<file path="src/design/assert_macros.svh">
// ---------------------------------------------------------------------------
// Assertion macros
// Clocked concurrent checks, quiet during reset.
// ---------------------------------------------------------------------------
`ifndef ASSERT_MACROS_SVH
`define ASSERT_MACROS_SVH

// Implication checked at every rising clock edge outside reset.
`define ASSERT_CLK(label, prop, msg) \
  label: assert property (@(posedge clk) disable iff (!rst_n) prop) \
    else $error(msg);

// Condition that must hold at every rising clock edge outside reset.
`define ASSERT_ALWAYS(label, expr, msg) \
  label: assert property (@(posedge clk) disable iff (!rst_n) (expr)) \
    else $error(msg);

`endif

</file>
<file path="src/design/dte_pkg.sv">
// ---------------------------------------------------------------------------
// Detector trigger emulator package
// Field widths, channel map, register indexes, reset values and states.
// ---------------------------------------------------------------------------
`default_nettype none

package dte_pkg;

  localparam int SIDE_A_CHANNELS = 96;
  localparam int SIDE_C_CHANNELS = 112;

  localparam int CH_W    = 8;
  localparam int AMP_W   = 13;
  localparam int TIME_W  = 12;
  localparam int REF_W   = 8;
  localparam int TRIG_W  = 5;
  localparam int CNT_W   = 8;
  localparam int ASUM_W  = 21;
  localparam int TSUM_W  = 20;
  localparam int THR_W   = 20;
  localparam int VWIN_W  = 12;
  localparam int REM_W   = CNT_W;
  localparam int STEP_W  = 5;

  localparam int IN_DATA_W  = 48;
  localparam int OUT_DATA_W = 104;
  localparam int CFG_ADDR_W = 3;
  localparam int CFG_DATA_W = 20;

  localparam logic [CH_W:0] SIDE_A_END = (CH_W + 1)'(SIDE_A_CHANNELS);
  localparam logic [CH_W:0] SIDE_C_END = (CH_W + 1)'(SIDE_A_CHANNELS + SIDE_C_CHANNELS);
  localparam logic [CNT_W-1:0] CNT_FULL = '1;
  localparam logic [STEP_W-1:0] DIV_LAST_STEP = STEP_W'(TSUM_W - 1);

  localparam logic [CFG_ADDR_W-1:0] CFG_SIDE_MODE    = 3'd0;
  localparam logic [CFG_ADDR_W-1:0] CFG_THR_VARIABLE = 3'd1;
  localparam logic [CFG_ADDR_W-1:0] CFG_VTX_LOW      = 3'd2;
  localparam logic [CFG_ADDR_W-1:0] CFG_VTX_HIGH     = 3'd3;
  localparam logic [CFG_ADDR_W-1:0] CFG_CEN_A        = 3'd4;
  localparam logic [CFG_ADDR_W-1:0] CFG_CEN_C        = 3'd5;
  localparam logic [CFG_ADDR_W-1:0] CFG_SCEN_A       = 3'd6;
  localparam logic [CFG_ADDR_W-1:0] CFG_SCEN_C       = 3'd7;

  typedef enum logic [1:0] {
    MODE_SUM  = 2'd0,
    MODE_BOTH = 2'd1,
    MODE_A    = 2'd2,
    MODE_C    = 2'd3
  } side_mode_t;

  localparam logic signed [VWIN_W-1:0] VTX_LOW_RST  = -12'sd192;
  localparam logic signed [VWIN_W-1:0] VTX_HIGH_RST = 12'sd192;
  localparam logic [THR_W-1:0] CEN_RST  = 20'd600;
  localparam logic [THR_W-1:0] SCEN_RST = 20'd300;

  typedef enum logic [2:0] {
    S_IDLE,
    S_ACC,
    S_LDA,
    S_DIVA,
    S_LDC,
    S_DIVC,
    S_VTX,
    S_OUT
  } state_t;

endpackage

`default_nettype wire

</file>
<file path="src/design/detector_trigger_emulator.sv">
// ---------------------------------------------------------------------------
// Detector trigger emulator
// Sums channel hits per side over a bunch crossing and checks trigger bits.
// ---------------------------------------------------------------------------
// Input stream: one hit per request; tuser is the hit flag (0 = empty item),
// tlast closes the bunch crossing. Output stream: one request per closed
// crossing with the emulated trigger bits, the mismatch mask against the
// reference word, counts, amplitude sums, mean times and vertex.
// Config channel: register writes by index, always ready; write only while
// the block is idle.
// Steps: an item that does not close a crossing is accepted, then
// accumulated. A closing item is accepted and accumulated, then side A
// and side C are each loaded into one shared restoring divider that
// resolves one quotient bit per cycle, then the vertex and output steps
// fill the output register with the mean times and vertex.
// Reset clears the sums, the output valid flag and the config registers to
// their defaults. If the receiver stalls, the result holds in the output
// register; the next crossing is still taken in, and it waits at its final
// step until the previous result is taken.
// ---------------------------------------------------------------------------
`default_nettype none

`include "assert_macros.svh"

module detector_trigger_emulator
  import dte_pkg::*;
(
  input  wire logic                  clk,
  input  wire logic                  rst_n,
  // cfg
  input  wire logic                  cfg_valid,
  output logic                       cfg_ready,
  input  wire logic [CFG_ADDR_W-1:0] cfg_addr,
  input  wire logic [CFG_DATA_W-1:0] cfg_data,
  // in: channel_id, amplitude, hit_time, reference_triggers, zero pad
  input  wire logic                  in_tvalid,
  output logic                       in_tready,
  input  wire logic [IN_DATA_W-1:0]  in_tdata,
  input  wire logic                  in_tlast,
  // in_tuser: hit_valid
  input  wire logic                  in_tuser,
  // out: soft_triggers, mismatch_mask, fired_count_a, fired_count_c,
  //      amplitude_sum_a, amplitude_sum_c, mean_time_a, mean_time_c,
  //      vertex_position
  output logic                       out_tvalid,
  input  wire logic                  out_tready,
  output logic [OUT_DATA_W-1:0]      out_tdata
);

  state_t state_r, state_nxt;

  side_mode_t                 side_mode_r;
  logic                       thr_var_r;
  logic signed [VWIN_W-1:0]   vtx_low_r, vtx_high_r;
  logic [THR_W-1:0]           cen_a_r, cen_c_r, scen_a_r, scen_c_r;

  logic                       hit_r, last_r;
  logic [CH_W-1:0]            ch_r;
  logic signed [AMP_W-1:0]    amp_r;
  logic signed [TIME_W-1:0]   time_r;
  logic [TRIG_W-1:0]          ref_r;

  logic signed [ASUM_W-1:0]   amp_a_r, amp_c_r;
  logic signed [TSUM_W-1:0]   tsum_a_r, tsum_c_r;
  logic [CNT_W-1:0]           hits_a_r, hits_c_r;

  logic [TSUM_W-1:0]          div_q_r;
  logic [REM_W-1:0]           div_rem_r;
  logic [CNT_W-1:0]           div_den_r;
  logic                       div_neg_r;
  logic [STEP_W-1:0]          div_cnt_r;

  logic signed [TIME_W-1:0]   mean_a_r, mean_c_r, vtx_r;

  logic                       out_tvalid_r;
  logic [OUT_DATA_W-1:0]      out_tdata_r;

  // control
  logic in_take, acc_en, div_step, div_done, out_load;

  // datapath nets
  logic                       side_a, side_c;
  logic [REM_W:0]             rem_sh;
  logic                       q_bit;
  logic [TSUM_W-1:0]          q_next, q_signed;
  logic signed [TIME_W-1:0]   div_mean;
  logic [TSUM_W-1:0]          abs_a, abs_c;
  logic signed [TIME_W:0]     vdiff, vdiff_rnd;
  logic signed [ASUM_W:0]     va, vc;
  logic signed [ASUM_W+1:0]   vsum, thr_cen_a, thr_cen_c, thr_scen_a, thr_scen_c;
  logic signed [ASUM_W+1:0]   va_x, vc_x;
  logic                       cen, scen, vtx_in;
  logic [TRIG_W-1:0]          trig_bits;

  // ---------------------------------------------------------------- fsm
  always_comb begin
    state_nxt = state_r;
    case (state_r)
      S_IDLE: if (in_tvalid) state_nxt = S_ACC;
      S_ACC:  state_nxt = last_r ? S_LDA : S_IDLE;
      S_LDA:  state_nxt = S_DIVA;
      S_DIVA: if (div_cnt_r == DIV_LAST_STEP) state_nxt = S_LDC;
      S_LDC:  state_nxt = S_DIVC;
      S_DIVC: if (div_cnt_r == DIV_LAST_STEP) state_nxt = S_VTX;
      S_VTX:  state_nxt = S_OUT;
      S_OUT:  if (!out_tvalid_r || out_tready) state_nxt = S_IDLE;
      default: state_nxt = S_IDLE;
    endcase
  end

  always_comb begin
    in_tready = 1'b0;
    acc_en    = 1'b0;
    div_step  = 1'b0;
    out_load  = 1'b0;
    case (state_r)
      S_IDLE:         in_tready = 1'b1;
      S_ACC:          acc_en    = 1'b1;
      S_DIVA, S_DIVC: div_step  = 1'b1;
      S_OUT:          out_load  = !out_tvalid_r || out_tready;
      default: ;
    endcase
  end

  assign in_take  = in_tvalid && in_tready;
  assign div_done = div_step && (div_cnt_r == DIV_LAST_STEP);

  always_ff @(posedge clk) begin
    if (!rst_n) state_r <= S_IDLE;
    else        state_r <= state_nxt;
  end

  // ---------------------------------------------------------------- config
  assign cfg_ready = 1'b1;

  always_ff @(posedge clk) begin
    if (!rst_n) begin
      side_mode_r <= MODE_SUM;
      thr_var_r   <= 1'b0;
      vtx_low_r   <= VTX_LOW_RST;
      vtx_high_r  <= VTX_HIGH_RST;
      cen_a_r     <= CEN_RST;
      cen_c_r     <= CEN_RST;
      scen_a_r    <= SCEN_RST;
      scen_c_r    <= SCEN_RST;
    end else if (cfg_valid) begin
      case (cfg_addr)
        CFG_SIDE_MODE:    side_mode_r <= side_mode_t'(cfg_data[1:0]);
        CFG_THR_VARIABLE: thr_var_r   <= cfg_data[0];
        CFG_VTX_LOW:      vtx_low_r   <= cfg_data[VWIN_W-1:0];
        CFG_VTX_HIGH:     vtx_high_r  <= cfg_data[VWIN_W-1:0];
        CFG_CEN_A:        cen_a_r     <= cfg_data;
        CFG_CEN_C:        cen_c_r     <= cfg_data;
        CFG_SCEN_A:       scen_a_r    <= cfg_data;
        CFG_SCEN_C:       scen_c_r    <= cfg_data;
        default: ;
      endcase
    end
  end

  // ---------------------------------------------------------------- input
  always_ff @(posedge clk) begin
    if (!rst_n) begin
      last_r <= 1'b0;
      hit_r  <= 1'b0;
    end else if (in_take) begin
      last_r <= in_tlast;
      hit_r  <= in_tuser;
    end
  end

  always_ff @(posedge clk) begin
    if (in_take) begin
      ch_r   <= in_tdata[7:0];
      amp_r  <= in_tdata[20:8];
      time_r <= in_tdata[32:21];
      ref_r  <= in_tdata[37:33];
    end
  end

  // ---------------------------------------------------------------- sums
  assign side_a = ({1'b0, ch_r} < SIDE_A_END) && (hits_a_r != CNT_FULL);
  assign side_c = ({1'b0, ch_r} >= SIDE_A_END) && ({1'b0, ch_r} < SIDE_C_END) &&
                  (hits_c_r != CNT_FULL);

  always_ff @(posedge clk) begin
    if (!rst_n || out_load) begin
      amp_a_r  <= '0;
      amp_c_r  <= '0;
      tsum_a_r <= '0;
      tsum_c_r <= '0;
      hits_a_r <= '0;
      hits_c_r <= '0;
    end else if (acc_en && hit_r) begin
      if (side_a) begin
        amp_a_r  <= amp_a_r + ASUM_W'(amp_r);
        tsum_a_r <= tsum_a_r + TSUM_W'(time_r);
        hits_a_r <= hits_a_r + 1'b1;
      end
      if (side_c) begin
        amp_c_r  <= amp_c_r + ASUM_W'(amp_r);
        tsum_c_r <= tsum_c_r + TSUM_W'(time_r);
        hits_c_r <= hits_c_r + 1'b1;
      end
    end
  end

  // ---------------------------------------------------------------- divider
  assign abs_a = tsum_a_r[TSUM_W-1] ? -tsum_a_r : tsum_a_r;
  assign abs_c = tsum_c_r[TSUM_W-1] ? -tsum_c_r : tsum_c_r;

  assign rem_sh   = {div_rem_r, div_q_r[TSUM_W-1]};
  assign q_bit    = rem_sh >= {1'b0, div_den_r};
  assign q_next   = {div_q_r[TSUM_W-2:0], q_bit};
  assign q_signed = div_neg_r ? -q_next : q_next;
  assign div_mean = (div_den_r == '0) ? '0 : q_signed[TIME_W-1:0];

  always_ff @(posedge clk) begin
    if (!rst_n) begin
      div_cnt_r <= '0;
    end else if (state_r == S_LDA || state_r == S_LDC) begin
      div_cnt_r <= '0;
    end else if (div_step) begin
      div_cnt_r <= div_cnt_r + 1'b1;
    end
  end

  always_ff @(posedge clk) begin
    if (state_r == S_LDA) begin
      div_q_r   <= abs_a;
      div_neg_r <= tsum_a_r[TSUM_W-1];
      div_den_r <= hits_a_r;
      div_rem_r <= '0;
    end else if (state_r == S_LDC) begin
      div_q_r   <= abs_c;
      div_neg_r <= tsum_c_r[TSUM_W-1];
      div_den_r <= hits_c_r;
      div_rem_r <= '0;
    end else if (div_step) begin
      div_q_r   <= q_next;
      div_rem_r <= q_bit ? REM_W'(rem_sh - {1'b0, div_den_r}) : rem_sh[REM_W-1:0];
    end
    if (div_done && state_r == S_DIVA) mean_a_r <= div_mean;
    if (div_done && state_r == S_DIVC) mean_c_r <= div_mean;
  end

  // ---------------------------------------------------------------- vertex
  assign vdiff     = {mean_c_r[TIME_W-1], mean_c_r} - {mean_a_r[TIME_W-1], mean_a_r};
  assign vdiff_rnd = vdiff + {{TIME_W{1'b0}}, vdiff[TIME_W]};

  always_ff @(posedge clk) begin
    if (state_r == S_VTX) begin
      vtx_r <= (hits_a_r != '0 && hits_c_r != '0) ? vdiff_rnd[TIME_W:1] : '0;
    end
  end

  // ---------------------------------------------------------------- triggers
  assign va = thr_var_r ? {{(ASUM_W-CNT_W+1){1'b0}}, hits_a_r} : {amp_a_r[ASUM_W-1], amp_a_r};
  assign vc = thr_var_r ? {{(ASUM_W-CNT_W+1){1'b0}}, hits_c_r} : {amp_c_r[ASUM_W-1], amp_c_r};
  assign va_x = {va[ASUM_W], va};
  assign vc_x = {vc[ASUM_W], vc};
  assign vsum = va_x + vc_x;

  assign thr_cen_a  = {3'b000, cen_a_r};
  assign thr_cen_c  = {3'b000, cen_c_r};
  assign thr_scen_a = {3'b000, scen_a_r};
  assign thr_scen_c = {3'b000, scen_c_r};

  always_comb begin
    case (side_mode_r)
      MODE_SUM: begin
        cen  = vsum >= thr_cen_a;
        scen = vsum >= thr_scen_a;
      end
      MODE_BOTH: begin
        cen  = (va_x >= thr_cen_a) && (vc_x >= thr_cen_c);
        scen = (va_x >= thr_scen_a) && (vc_x >= thr_scen_c);
      end
      MODE_A: begin
        cen  = va_x >= thr_cen_a;
        scen = va_x >= thr_scen_a;
      end
      default: begin
        cen  = vc_x >= thr_cen_c;
        scen = vc_x >= thr_scen_c;
      end
    endcase
  end

  assign vtx_in    = (hits_a_r != '0) && (hits_c_r != '0) &&
                     (vtx_low_r < vtx_r) && (vtx_r < vtx_high_r);
  assign trig_bits = {scen, cen, vtx_in, hits_c_r != '0, hits_a_r != '0};

  // ---------------------------------------------------------------- output
  always_ff @(posedge clk) begin
    if (!rst_n) begin
      out_tvalid_r <= 1'b0;
    end else if (out_load) begin
      out_tvalid_r <= 1'b1;
    end else if (out_tready) begin
      out_tvalid_r <= 1'b0;
    end
  end

  always_ff @(posedge clk) begin
    if (out_load) begin
      out_tdata_r <= {vtx_r, mean_c_r, mean_a_r, amp_c_r, amp_a_r,
                      hits_c_r, hits_a_r, trig_bits ^ ref_r, trig_bits};
    end
  end

  assign out_tvalid = out_tvalid_r;
  assign out_tdata  = out_tdata_r;

  // ---------------------------------------------------------------- checks
  `ASSERT_CLK(a_out_from_eval, $rose(out_tvalid_r) |-> $past(state_r) == S_OUT,
    "result shown without evaluation")
  `ASSERT_CLK(a_div_rem, (div_step && div_den_r != '0) |-> div_rem_r < div_den_r,
    "divider remainder out of range")
  `ASSERT_CLK(a_clear_after_out, out_load |=> hits_a_r == '0 && hits_c_r == '0,
    "sums not cleared after result")

endmodule

`default_nettype wire
</file>
<file path="config.mk">
export PLATFORM = sky130hd
export DESIGN_NAME = detector_trigger_emulator
export DESIGN_NICKNAME = d
export VERILOG_FILES = /design/src/design/dte_pkg.sv /design/src/design/detector_trigger_emulator.sv
export VERILOG_INCLUDE_DIRS = /design/src /design/src/design
export SDC_FILE = /design/constraint.sdc
export NUM_CORES = 1
export LEC_CHECK = 0
export BUFFER_PORTS_ARGS = -buffer_cell sky130_fd_sc_hd__buf_2
export CORE_ASPECT_RATIO = 0.5
export CORE_MARGIN = 2
export CORE_UTILIZATION = 55
export CTS_CLUSTER_SIZE = 20
export DETAILED_ROUTE_END_ITERATION = 10
export PLACE_DENSITY = 0.82
export SLEW_MARGIN = 20
export SYNTH_ARGS = -nofsm -noshare
export SYNTH_HDL_FRONTEND = slang
export SYNTH_SLANG_ARGS = --single-unit
</file>
<file path="constraint.sdc">
create_clock -name clk -period 8.4 [get_ports clk]
set_clock_uncertainty 0.2 [all_clocks]
set_input_delay 0.84 -clock clk [delete_from_list [all_inputs] [get_ports clk]]
set_output_delay 0.84 -clock clk [all_outputs]
set_load 0.03 [all_outputs]
</file>
==> metrics.txt <==
status=finished clean; clock power share=43.4%; crit share post-route=78.5%; CTS sink cnt=427; Crit path depth=21; Die Ht=156 um; vias post-DR=21200; Comb pwr share=7.4%; maxcap violations=0; synth unique cells=82; Tot Pwr=0.00456 W; WL final=68400 um; CTS Root Cell=clkbuf_16; depth of the worst register-to-register path=21; Cell Pwr Density=161 nW/um^2; CTS Buf Count=41; routed wire length per instance=19.2 um; Crit Path Category=flop to flop; # IOs=185; Setup Buffers After CTS=0; CP Cell Sequence=mux2_2 -> ha_1 -> o21ai_0 -> o21ai_0 -> o2111ai_1 -> a31oi_1 -> nand4_1 -> o21ai_0 -> a21oi_1 -> o311ai_0 -> a21oi_1 -> xnor2_1 -> ha_1 -> nand4_1 -> or4_1 -> a31o_2 -> and4b_1 -> and3_1 -> or4_1 -> a31oi_2 -> xor2_1; Non-Filler Instances=3570; Critical Path Most Common Cell=o21ai_0; ys flop type=dfxtp_1; GR Util met3=4.05%; final net count=3250; Initial Util=56.1%; P_leak=11.8 nW; crit path max fanout=19; worst-margin pin slew=1080 ps; Critical path buffers and inverters=0; first-pass GRT wire length=106000 um; syn_nets=3123; fin. max-slew vios=0; WP data required=8510 ps; CTS HTree Levels=2; WHS=242 ps; diodes inserted=0; CTS Buffer Depth=3; antenna violations before repair=1; Final setup viols=0; layout cells sized above 1=10.3%; TritonCTS clock tree=built; RSZ-0062 raised after global routing=false; sequential share of power=49.1%; die width=309 um; initial DRC count=2182; vias in the first global route=19800; setup tns final=0 ps; Avg Cell Area, Syn=9.16 um^2; met1 Track Usage GR=39.4%; Critical Path End Type=flop; Yosys warning total=0; WHS Path Cells=1; busiest grt layer=met2; Seq/Total Area, Yosys=41.5%; largest net degree at the start of global routing=95; Arr. time, crit path=6710 ps; Cells after DPL=3494; mapped cell area=25500 um^2; HP Class=input port to flop; die area=48200 um^2; cts repair resizes=0; dpl ws=1970 ps; number of core rows=55; Worst-path clk slew=70 ps; DRC viols=0; grt total ovfl=0; max reg flops=104; routability congestion estimate=0.949; Overall Global Routing Usage=27.9%; VDD IR max=0.143 mV; Fillers=3671; Final Hold Fails=0; Sw Ratio=24.6%; kind of start point of the critical path=flop; floorplan core area=45500 um^2; routing usage on met2=44.9%; IO Port Bufs=169; Slowest-stage cell, CP=dfxtp_2; cell family with most CP delay=compound AO/OA/AOI/OAI gates; CTS Hold Bufs=0; asr flop ratio synth=0%; post-route setup slack=1800 ps; Slew HR=26.5%; first drt pass iteration count=5; Pint=0.00343 W; Area growth, synth to finish=11.1%; post-DP HPWL=50300 um; Net Sw Power=0.00112 W; Cells after Synth=2783; vias per inst=5.93; later-pin clock latency in the skew report=570 ps; post-layout min period=6600 ps; Post-synth EDFFs=203; number of synthesized register bits=427; Worst path max stage delay=600 ps; antenna-violating nets left=0; FMAX=152 MHz
-- worst register-to-register path: cells and delay by family (launching register included) --
| family | cells | cell delay (ps) |
|---|---|---|
| XOR/XNOR | 2 | 300 |
| multiplexers | 1 | 480 |
| AND/OR/NAND/NOR | 6 | 1770 |
| flip-flops | 1 | 600 |
| AO/OA/AOI/OAI | 10 | 2300 |
| adder cells (fa/ha/maj) | 2 | 700 |
-- cell usage in the layout (no fill, tap or decap), types with 9 or more instances in the layout --
| master | synthesis | routed |
|---|---|---|
| mux2_2 | 12 | 12 |
| buf_4 | 1 | 16 |
| a31oi_1 | 18 | 18 |
| or2_2 | 11 | 11 |
| o31ai_1 | 23 | 23 |
| nand4_1 | 41 | 41 |
| and3_1 | 17 | 17 |
| a21o_1 | 44 | 44 |
| xor2_1 | 73 | 73 |
| edfxtp_1 | 203 | 203 |
| a211o_1 | 9 | 9 |
| nor3_1 | 42 | 39 |
| buf_2 | 1 | 169 |
| xnor2_1 | 87 | 87 |
| mux2i_1 | 16 | 16 |
| a21oi_1 | 185 | 185 |
| nor4_1 | 9 | 9 |
| nand2_1 | 436 | 436 |
| o21ai_0 | 119 | 119 |
| nor2b_1 | 65 | 64 |
| or3_1 | 29 | 29 |
| a21boi_0 | 89 | 89 |
| clkbuf_16 | 0 | 43 |
| inv_1 | 177 | 177 |
| nor2_1 | 157 | 155 |
| o21bai_1 | 12 | 12 |
| or4_1 | 9 | 9 |
| dfxtp_1 | 224 | 223 |
| a211oi_1 | 35 | 35 |
| nand3_1 | 59 | 59 |
| ha_1 | 255 | 255 |
| o21a_1 | 22 | 22 |
| nand2b_1 | 40 | 39 |
| o211ai_1 | 46 | 46 |
-- cell usage after synthesis (all sizes together) (10+ instances only) --
library cell / n / area (um^2)
a211oi: 35 / 263
a21boi: 90 / 676
a21o: 44 / 330
a21oi: 185 / 926
a31oi: 19 / 125
and3: 17 / 106
buf: 12 / 57.6
clkbuf: 89 / 334
dfxtp: 224 / 4480
edfxtp: 203 / 6100
ha: 255 / 3190
inv: 177 / 664
mux2: 12 / 135
mux2i: 16 / 160
nand2: 436 / 1640
nand2b: 40 / 250
nand3: 59 / 295
nand4: 41 / 257
nor2: 157 / 589
nor2b: 65 / 407
nor3: 42 / 210
o211ai: 47 / 358
o21a: 22 / 165
o21ai: 120 / 604
o21bai: 12 / 90.1
o31ai: 24 / 194
or2: 12 / 77.6
or3: 30 / 193
or4: 10 / 78.8
xnor2: 87 / 762
xor2: 73 / 639
-- power groups by stage --
stage                     logic (W)  clock network, W  registers (W)
after floorplan            0.000240                 0        0.00227
after CTS                  0.000332           0.00200        0.00224
after global placement     0.000317                 0        0.00228
after detailed placement   0.000329                 0        0.00228
final                      0.000338           0.00198        0.00224
after global routing       0.000373           0.00208        0.00224
-- kinds of logic after synthesis --
family / count (synthesis) / synth area share [%]
AOI/OAI and AO/OA: 672 / 17.1
other: 1 / 0.0147
buffers and inverters: 278 / 4.14
and+or+nand+nor: 951 / 17.3
xor gates and xnor gates: 160 / 5.50
adders and majority gates: 266 / 13.2
muxes: 28 / 1.16
DFF: 427 / 41.5
-- routing by layer --
layer | vias up | part of all wire (%)
met3 | 128 | 7.2
li1 | 10200 | -
met4 | 2 | 2.4
met5 | - | 0.013
met1 | 10100 | 45
met2 | 778 | 45
-- area by class of cell --
class | instances | area [um^2] | area share (%)
clock inverter | 28 | 309 | 1.09
clock buffer | 48 | 1110 | 3.94
multi-input combinational | 2078 | 13900 | 49.1
inverter | 177 | 664 | 2.35
tap | 627 | 785 | 2.77
timing repair buffer | 185 | 966 | 3.41
sequential | 427 | 10600 | 37.4
-- per-stage QoR --
step                cell area, um^2  util, %
floorplan                     25500        -
global placement              26900     59.1
detailed placement            26900     59.1
CTS                           28300     62.2
global route                  28300     62.3
finish                        28300     62.3
-- worst paths after layout --
kind	slack, ps	from	end
setup reg to reg	1800	thr_var_r	out_tdata[9]
setup / recovery	1800	thr_var_r	out_tdata[9]
hold reg to reg	260	mean_a_r[1]	out_tdata[69]
hold / removal	240	in_tdata[25]	time_r[4]
Power figures use the tool's default switching activity.
